## src/sv/sfd_pkg.sv

```systemverilog
package sfd_pkg;

	localparam logic [7:0] PRE0 = 8'h24;
	localparam logic [7:0] PRE1 = 8'h4D;
	localparam logic [7:0] PRE2 = 8'h3E;

	typedef enum logic [2:0] {
		PH_HUNT0 = 3'd0,
		PH_HUNT1 = 3'd1,
		PH_HUNT2 = 3'd2,
		PH_SIZE  = 3'd3,
		PH_CODE  = 3'd4,
		PH_BODY  = 3'd5
	} phase_t;

	typedef enum logic [1:0] {
		KIND_DATA = 2'd0,
		KIND_GOOD = 2'd1,
		KIND_BAD  = 2'd2
	} kind_t;

	typedef struct packed {
		kind_t       kind;
		logic [7:0]  code;
		logic [7:0]  data;
		logic [7:0]  index;
		logic [7:0]  len;
		logic        last;
	} result_t;

endpackage

```

## src/sv/sfd_parser.sv

```systemverilog
module sfd_parser (
	input  logic              clk,
	input  logic              arst_n,
	input  logic              en,
	input  logic [7:0]        rx_byte,
	output logic              res_valid,
	output sfd_pkg::result_t  res
);
	import sfd_pkg::*;

	phase_t     phase_q, phase_d;
	logic [7:0] size_q, size_d;
	logic [7:0] code_q, code_d;
	logic [7:0] count_q, count_d;
	logic [7:0] xor_q, xor_d;
	logic       in_payload;
	logic [7:0] xor_next;

	assign in_payload = count_q < size_q;
	assign xor_next   = xor_q ^ rx_byte;

	always_comb begin
		phase_d = phase_q;
		size_d  = size_q;
		code_d  = code_q;
		count_d = count_q;
		xor_d   = xor_q;
		unique case (phase_q)
			PH_HUNT0: phase_d = (rx_byte == PRE0) ? PH_HUNT1 : PH_HUNT0;
			PH_HUNT1: phase_d = (rx_byte == PRE1) ? PH_HUNT2 : PH_HUNT0;
			PH_HUNT2: phase_d = (rx_byte == PRE2) ? PH_SIZE : PH_HUNT0;
			PH_SIZE: begin
				size_d  = rx_byte;
				xor_d   = rx_byte;
				count_d = '0;
				code_d  = '0;
				phase_d = PH_CODE;
			end
			PH_CODE: begin
				code_d  = rx_byte;
				xor_d   = xor_next;
				phase_d = PH_BODY;
			end
			PH_BODY: begin
				xor_d = xor_next;
				if (in_payload) begin
					count_d = count_q + 8'd1;
				end else begin
					phase_d = PH_HUNT0;
				end
			end
			default: phase_d = (rx_byte == PRE0) ? PH_HUNT1 : PH_HUNT0;
		endcase
	end

	always_comb begin
		res_valid = 1'b0;
		res.kind  = KIND_DATA;
		res.code  = code_q;
		res.data  = '0;
		res.index = '0;
		res.len   = size_q;
		res.last  = 1'b0;
		if (phase_q == PH_BODY) begin
			res_valid = 1'b1;
			if (in_payload) begin
				res.data  = rx_byte;
				res.index = count_q;
			end else begin
				res.kind = (xor_next == 8'd0) ? KIND_GOOD : KIND_BAD;
				res.last = 1'b1;
			end
		end
	end

	always_ff @(posedge clk or negedge arst_n) begin
		if (!arst_n) begin
			phase_q <= PH_HUNT0;
			size_q  <= '0;
			code_q  <= '0;
			count_q <= '0;
			xor_q   <= '0;
		end else if (en) begin
			phase_q <= phase_d;
			size_q  <= size_d;
			code_q  <= code_d;
			count_q <= count_d;
			xor_q   <= xor_d;
		end
	end

endmodule

```

## src/sv/sfd_out_reg.sv

```systemverilog
module sfd_out_reg (
	input  logic              clk,
	input  logic              arst_n,
	input  logic              load,
	input  sfd_pkg::result_t  res,
	output logic              m_tvalid,
	input  logic              m_tready,
	output logic [31:0]       m_tdata,  // msg_code, payload_byte, byte_index, payload_len
	output logic [1:0]        m_tuser,  // kind
	output logic              m_tlast   // frame_last
);
	import sfd_pkg::*;

	logic    valid_s2;
	result_t res_s2;

	always_ff @(posedge clk or negedge arst_n) begin
		if (!arst_n) begin
			valid_s2 <= 1'b0;
		end else if (load) begin
			valid_s2 <= 1'b1;
		end else if (m_tready) begin
			valid_s2 <= 1'b0;
		end
	end

	always_ff @(posedge clk) begin
		if (load) begin
			res_s2 <= res;
		end
	end

	assign m_tvalid = valid_s2;
	assign m_tdata  = {res_s2.len, res_s2.index, res_s2.data, res_s2.code};
	assign m_tuser  = res_s2.kind;
	assign m_tlast  = res_s2.last;

endmodule

```

## src/sv/serial_frame_deframer_xor_core.sv

```systemverilog
// datapath: an accepted byte goes into the input register, and its result into the result register
// throughput: one byte per cycle; a stalled result holds the input register, no byte is dropped
// preamble, size and code bytes give no result; payload and checksum bytes give one each
// reset: arst_n low clears the hunt to the first preamble byte and empties both registers
// no clearing pass after reset, bytes are taken on the first cycle
module serial_frame_deframer_xor_core (
	input  logic        clk,
	input  logic        arst_n,
	input  logic        s_tvalid,
	output logic        s_tready,
	input  logic [7:0]  s_tdata,   // rx_byte
	output logic        m_tvalid,
	input  logic        m_tready,
	output logic [31:0] m_tdata,   // msg_code, payload_byte, byte_index, payload_len
	output logic [1:0]  m_tuser,   // kind
	output logic        m_tlast    // frame_last
);
	import sfd_pkg::*;

	logic       valid_s1;
	logic [7:0] byte_s1;
	logic       out_ready;
	logic       consume;
	logic       res_valid;
	result_t    res;

	assign out_ready = !m_tvalid || m_tready;
	assign consume   = valid_s1 && out_ready;
	assign s_tready  = !valid_s1 || out_ready;

	always_ff @(posedge clk or negedge arst_n) begin
		if (!arst_n) begin
			valid_s1 <= 1'b0;
		end else if (s_tready) begin
			valid_s1 <= s_tvalid;
		end
	end

	always_ff @(posedge clk) begin
		if (s_tvalid && s_tready) begin
			byte_s1 <= s_tdata;
		end
	end

	sfd_parser u_parser (
		.clk       (clk),
		.arst_n    (arst_n),
		.en        (consume),
		.rx_byte   (byte_s1),
		.res_valid (res_valid),
		.res       (res)
	);

	sfd_out_reg u_out (
		.clk      (clk),
		.arst_n   (arst_n),
		.load     (consume && res_valid),
		.res      (res),
		.m_tvalid (m_tvalid),
		.m_tready (m_tready),
		.m_tdata  (m_tdata),
		.m_tuser  (m_tuser),
		.m_tlast  (m_tlast)
	);

	// frame end carries a checksum verdict, payload results never do
	assert property (@(posedge clk) disable iff (!arst_n)
		m_tvalid |-> (m_tlast == (m_tuser != KIND_DATA)))
		else $error("tlast does not match result kind");

	// frame end result has zero payload byte and index
	assert property (@(posedge clk) disable iff (!arst_n)
		(m_tvalid && m_tlast) |-> (m_tdata[23:8] == 16'd0))
		else $error("frame end result carries payload fields");

	// payload index stays below the declared length
	assert property (@(posedge clk) disable iff (!arst_n)
		(m_tvalid && !m_tlast) |-> (m_tdata[23:16] < m_tdata[31:24]))
		else $error("payload index beyond declared length");

	// input side only stalls while a byte waits in the input register
	assert property (@(posedge clk) disable iff (!arst_n)
		!s_tready |-> (valid_s1 && m_tvalid && !m_tready))
		else $error("input stalled without a pending byte");

endmodule
```

## config.mk

```make
export PLATFORM = sky130hd
export DESIGN_NAME = serial_frame_deframer_xor_core
export DESIGN_NICKNAME = d
export VERILOG_FILES = /design/src/sv/sfd_pkg.sv /design/src/sv/sfd_parser.sv /design/src/sv/sfd_out_reg.sv /design/src/sv/serial_frame_deframer_xor_core.sv
export SDC_FILE = /design/constraint.sdc
export NUM_CORES = 1
export LEC_CHECK = 0
export BUFFER_PORTS_ARGS = -buffer_cell sky130_fd_sc_hd__buf_2
export CORE_ASPECT_RATIO = 1.75
export CORE_MARGIN = 2
export CORE_UTILIZATION = 61
export CTS_CLUSTER_SIZE = 14
export DETAILED_ROUTE_END_ITERATION = 8
export PLACE_DENSITY = 0.81
export SYNTH_ARGS = -nofsm -noshare
export SYNTH_HDL_FRONTEND = slang
export SYNTH_HIERARCHICAL = 1
export SYNTH_SLANG_ARGS = --single-unit
export TNS_END_PERCENT = 1
```

## constraint.sdc

```tcl
create_clock -name clk -period 5.08 [get_ports clk]
set_input_delay 1.016 -clock clk [delete_from_list [all_inputs] [get_ports clk]]
set_output_delay 1.016 -clock clk [all_outputs]
set_load 0.05 [all_outputs]
```

# After elaboration in Yosys (flattened, before gate mapping)

Cells that the tools add are included.

Word-level logic and storage cells: 62
Bits of input ports: 12
Bits in registers: 80
Output and inout bits: 37

Add/subtract/negate cells: 1
Equality and inequality tests: 10
$lt $le $gt $ge: 1
Reduce and logical (&&, ||, !) cells: 20
Muxes and demuxes: 14
Bitwise operators: 2

Operator list:

| operator              | count |
|---|---|
| $pmux W8 S2           | 3 |
| $eq A8 B6 Y1 const B  | 2 |
| $pmux W3 S5           | 1 |
| $reduce_and A2 Y1     | 5 |
| $add A8 B1 Y8 const B | 1 |
| $eq A8 B7 Y1 const B  | 1 |
| $logic_not A8 Y1      | 1 |
| $lt A8 B8 Y1          | 1 |
| $mux W8               | 1 |
| $reduce_bool A2 Y1    | 4 |
| $xor A8 B8 Y8         | 1 |
| $eq A3 B2 Y1 const B  | 2 |
| $eq A3 B3 Y1 const B  | 2 |
| $mux W2               | 3 |
| $mux W1               | 5 |
| $reduce_or A2 Y1      | 2 |
| $eq A3 B1 Y1 const B  | 1 |
| $logic_and A1 B1 Y1   | 3 |
| $mux W3               | 1 |
| $reduce_and A3 Y1     | 1 |
| $logic_not A1 Y1      | 2 |
| $logic_or A1 B1 Y1    | 2 |
| $ne A2 B1 Y1 const B  | 1 |
| $ne A2 B2 Y1 const B  | 1 |
| $not A1 Y1            | 1 |

# Logic depth before layout (Yosys ltp)

Depth in word-level cells: 5
Mapped depth: 9
Gate-level depth less buffers: 7

# Cells and area by module

Netlist, hierarchy kept.

By module, submodules not included:

| module                         | instances | seq. area each (um^2) | area an instance (um^2) | cells each |
|---|---|---|---|---|
| sfd_parser                     | 1         | 875.8                 | 2189.6                  | 251 |
| sfd_out_reg                    | 1         | 1076.0                | 1087.3                  | 38 |
| serial_frame_deframer_xor_core | 1         | 265.3                 | 320.3                   | 15 |

# Worst setup path after synthesis

No wires, ideal clock.

Path kind: input-to-reg
From: input m_tready
To: register u_parser.phase_q[2]
Library setup time: 0.126 ns
Slack: 2.451 ns
Buffers on the path: 3
Data required time: 4.954 ns
Stages: 9
Data arrival time: 2.503 ns
Cell sequence: nand2b_1 -> and2_2 -> buf_2 -> nand2_1 -> or2_2 -> clkbuf_1 -> buf_2 -> o21ai_0 -> a221o_1

Word-level cells in the longest chain between the ends: 3

RTL lines:

| element                            | line                                 | RTL |
|---|---|---|
| from (decl)                        | serial_frame_deframer_xor_core.sv:13 | `input logic m_tready,` |
| $logic_or A1 B1 Y1                 | serial_frame_deframer_xor_core.sv:27 | `assign out_ready = !m_tvalid \|\| m_tready;` |
| $logic_and A1 B1 Y1                | serial_frame_deframer_xor_core.sv:28 | `assign consume = valid_s1 && out_ready;` |
| named net consume                  | serial_frame_deframer_xor_core.sv:23 | `logic consume;` |
| $reduce_and A2 Y1 (no source line) | --                                   |  |
| to (signal assigned)               | sfd_parser.sv:84                     | `phase_q <= phase_d;` |
| to (decl)                          | sfd_parser.sv:11                     | `phase_t phase_q, phase_d;` |

The timed path passes the listed nets, and every way through them passes these cells.
A chain may end at the register's enable or synchronous reset.

# Final worst setup path

From: input m_tready
To: register u_parser.count_q[6]

Word-level cells in the longest chain between the ends: 3

RTL lines:

| element                            | line                                 | RTL |
|---|---|---|
| $logic_or A1 B1 Y1                 | serial_frame_deframer_xor_core.sv:27 |  |
| $logic_and A1 B1 Y1                | serial_frame_deframer_xor_core.sv:28 |  |
| named net consume                  | serial_frame_deframer_xor_core.sv:23 |  |
| $reduce_and A3 Y1 (no source line) | --                                   |  |
| to (signal assigned)               | sfd_parser.sv:87                     | `count_q <= count_d;` |
| to (decl)                          | sfd_parser.sv:14                     | `logic [7:0] count_q, count_d;` |

The timed path passes the listed nets, and every way through them passes these cells.

==> reports/qor.yml <==
yosys_register_bits: 80
post_route_cells_drive_above_1_share: 0.203
power_frac_seq: 0.612
syn_inst: 304
path_max_fanout: 19
async_flop_share: 0.463
p_switching_uw: 271
clock_power_share: 0.338
cts_resized: 0
hold_viol_final: 0
dp.cells: 412
antenna_cells: 0
antenna_found_initial: 0
rr_startpoint: "u_parser/count_q[2]"
fin_worst_skew_ns: 0.00626
switching_share: 0.229
ys_warn_count: 6
postSynthNetCount: 325
initial_core_util: 0.622
htree_num_levels: 3
grt_usage: 0.241
fmax_ghz: 0.395
worst_pin_slew_ns: 0.856
grt_pass1_wl_mm: 11.3
wirelength_mm: 6.93
syn2layout_area_growth_pct: 12.1
grt_pass1_vias: 2398
p_leak_uw: 0.00161
path_class: "in -> reg"
rows: 37
clkTransAtPathRegs_ns: 0.08
finalCritPeriodShare: 0.499
drt-initial-drc-count: 126
die_area_um2: 6550
cts_buffers: 9
hp-start: "u_parser/code_q[7]"
syn_area_per_cell_um2: 11.8
min_path_type: "reg -> reg"
cp_data_required_time_ns: 5.31
ys.flop_type: "edfxtp_1"
finalSetupViolations: 0
p_int_uw: 909
antenna_left: 0
cp-end-kind: "flop"
syn_area_um2: 3600
die_width_um: 62.1
ys_seq_area_frac: 0.616
dp_hpwl_mm: 4.89
synth.distinct_cells: 47
slew_headroom: 0.429
post_cts_buffers: 0
cellPowerDensity_nw_per_um2: 292
clockRootBuffer: "clkbuf_8"
postCtsHoldBufs: 0
grt-ovfl-total: 0
total_power_uw: 1180
final-max-slew-violation-count: 0
coreArea_um2: 5790
fp.dieH_um: 106
grt_max_degree: 38
status: "complete, no violations"
vias_per_cell: 5.87
dr.pass1.iters: 4
io_buffers: 48
fin_cells: 428
ir_drop_v: 0.000200
pwr-share-comb: 0.051
arrival_ns: 2.77
clock_latency_ns: 0.34
place_congestion: 0.856
wl_per_cell_um: 16.2
rsz0062_at_grt: "false"
synth-edff-count: 43
nNetsFinal: 366
cap_violations: 0
cts_sinks: 80
num_io_pins: 49
drc: 0
startpoint: "m_tready"
cts_tree: "done"
num_vias: 2512
finalSetupTns_ns: 0
fin_crit_ns: 2.53
clock_tree.buffer_depth: 2
startpoint_type: "input pin"
==> worst max-delay path, cell delays in order <==
cell	delay (ns)
buf_2	0.10
nand2b_1	0.10
and2_2	0.37
nand2_1	0.16
a21o_1	0.27
or4_1	0.52
a31o_1	0.22
==> cell usage in the layout (no fill, tap or decap), types with 6 or more instances in the layout <==
| cell | Yosys | routed |
|---|---|---|
| nand3_1 | 6 | 6 |
| edfxtp_1 | 43 | 43 |
| a311oi_1 | 8 | 8 |
| a211oi_1 | 8 | 8 |
| a21oi_1 | 15 | 15 |
| buf_2 | 4 | 48 |
| ha_1 | 9 | 9 |
| dfrtp_1 | 37 | 37 |
| clkbuf_8 | 0 | 10 |
| and2_1 | 25 | 25 |
| nand2_1 | 34 | 34 |
| inv_1 | 13 | 13 |
| xnor2_1 | 8 | 8 |
| o21ai_0 | 10 | 10 |
| a21o_1 | 11 | 11 |
| nor2_1 | 8 | 8 |
==> final cells by class <==
cell class              instances  area, um2
flip-flops and latches         80       2220
clock buffers                  12        145
well taps                      78       97.6
inverters                      13       48.8
multi-input cells             191       1250
repair buffers                 50        255
clock inverters                 4       21.3
fillers                       428       1750
==> through the flow <==
stage	hold slack, ns	area [um2]	setup WS (ns)	util
after floorplan	0.425	3600	2.45	-
after global placement	0.448	3860	2.05	0.667
after detailed placement	0.441	3860	1.84	0.667
after CTS	0.453	4030	2.25	0.696
after global routing	0.479	4030	2.42	0.697
final	0.451	4030	2.55	0.697
==> worst paths after layout <==
kind                                             to  slack [ns]  depth (start not counted)
worst max register to register  u_parser/count_q[6]        2.76                          6
worst min register to register     u_out/m_tdata[7]        0.45                          0
worst max-delay path            u_parser/count_q[6]        2.55                          7
min in group asynchronous       u_parser/count_q[5]        0.78                          1
max in group asynchronous        u_parser/size_q[4]        3.76                          1
worst min-delay path               u_out/m_tdata[7]        0.45                          0
==> Yosys cell counts (all sizes together) (2+ instances only) <==
cell type | n | area [um2]
a211oi | 9 | 72.6
a21o | 11 | 82.6
a21oi | 15 | 75.1
a22oi | 3 | 22.5
a311oi | 8 | 70.1
a32oi | 2 | 17.5
and2 | 27 | 173
and4b | 2 | 20.0
buf | 6 | 35.0
clkbuf | 14 | 52.6
dfrtp | 37 | 926
edfxtp | 43 | 1290
ha | 9 | 113
inv | 13 | 48.8
nand2 | 34 | 128
nand2b | 4 | 25.0
nand3 | 6 | 30.0
nand3b | 2 | 27.5
nand4 | 2 | 12.5
nor2 | 8 | 30.0
nor3 | 5 | 25.0
nor4 | 3 | 18.8
o211ai | 4 | 30.0
o21ai | 11 | 58.8
or2 | 2 | 12.5
or4 | 3 | 22.5
xnor2 | 8 | 70.1
==> kinds of logic after synthesis <==
group | Yosys count | synth area share
adders and majority gates | 9 | 0.0313
buffers and inverters | 33 | 0.0379
and+or+nand+nor | 103 | 0.157
xor gates and xnor gates | 8 | 0.0195
AOI/OAI and AO/OA | 71 | 0.138
DFF | 80 | 0.616
==> metal layers <==
layer | routed length [um] | global-route usage | vias up
met1 | 2580 | 0.290 | 1207
met4 | 245 | 0.140 | 0
met5 | 0 | 0 | -
met2 | 3720 | 0.376 | 98
li1 | - | - | 1182
met3 | 377 | 0.0589 | 25
==> flip-flops by register name, indices dropped and copies added (netlist names), 2 cells and up <==
name,cells
u_out/m_tdata,32
byte_s1,8
u_parser/code_q,8
u_parser/count_q,8
u_parser/size_q,8
u_parser/xor_q,8
u_parser/phase_q,3
u_out/m_tuser,2
==> power groups by stage <==
stage,Clock [uW],Sequential (uW),Combinational (uW)
after floorplan,0,718,52.6
after global placement,0,734,56.3
after detailed placement,0,735,59.6
after CTS,408,721,59.8
after global routing,431,724,68.7
final,398,722,60.0
Note: power is estimated with default switching activity, not from simulation.
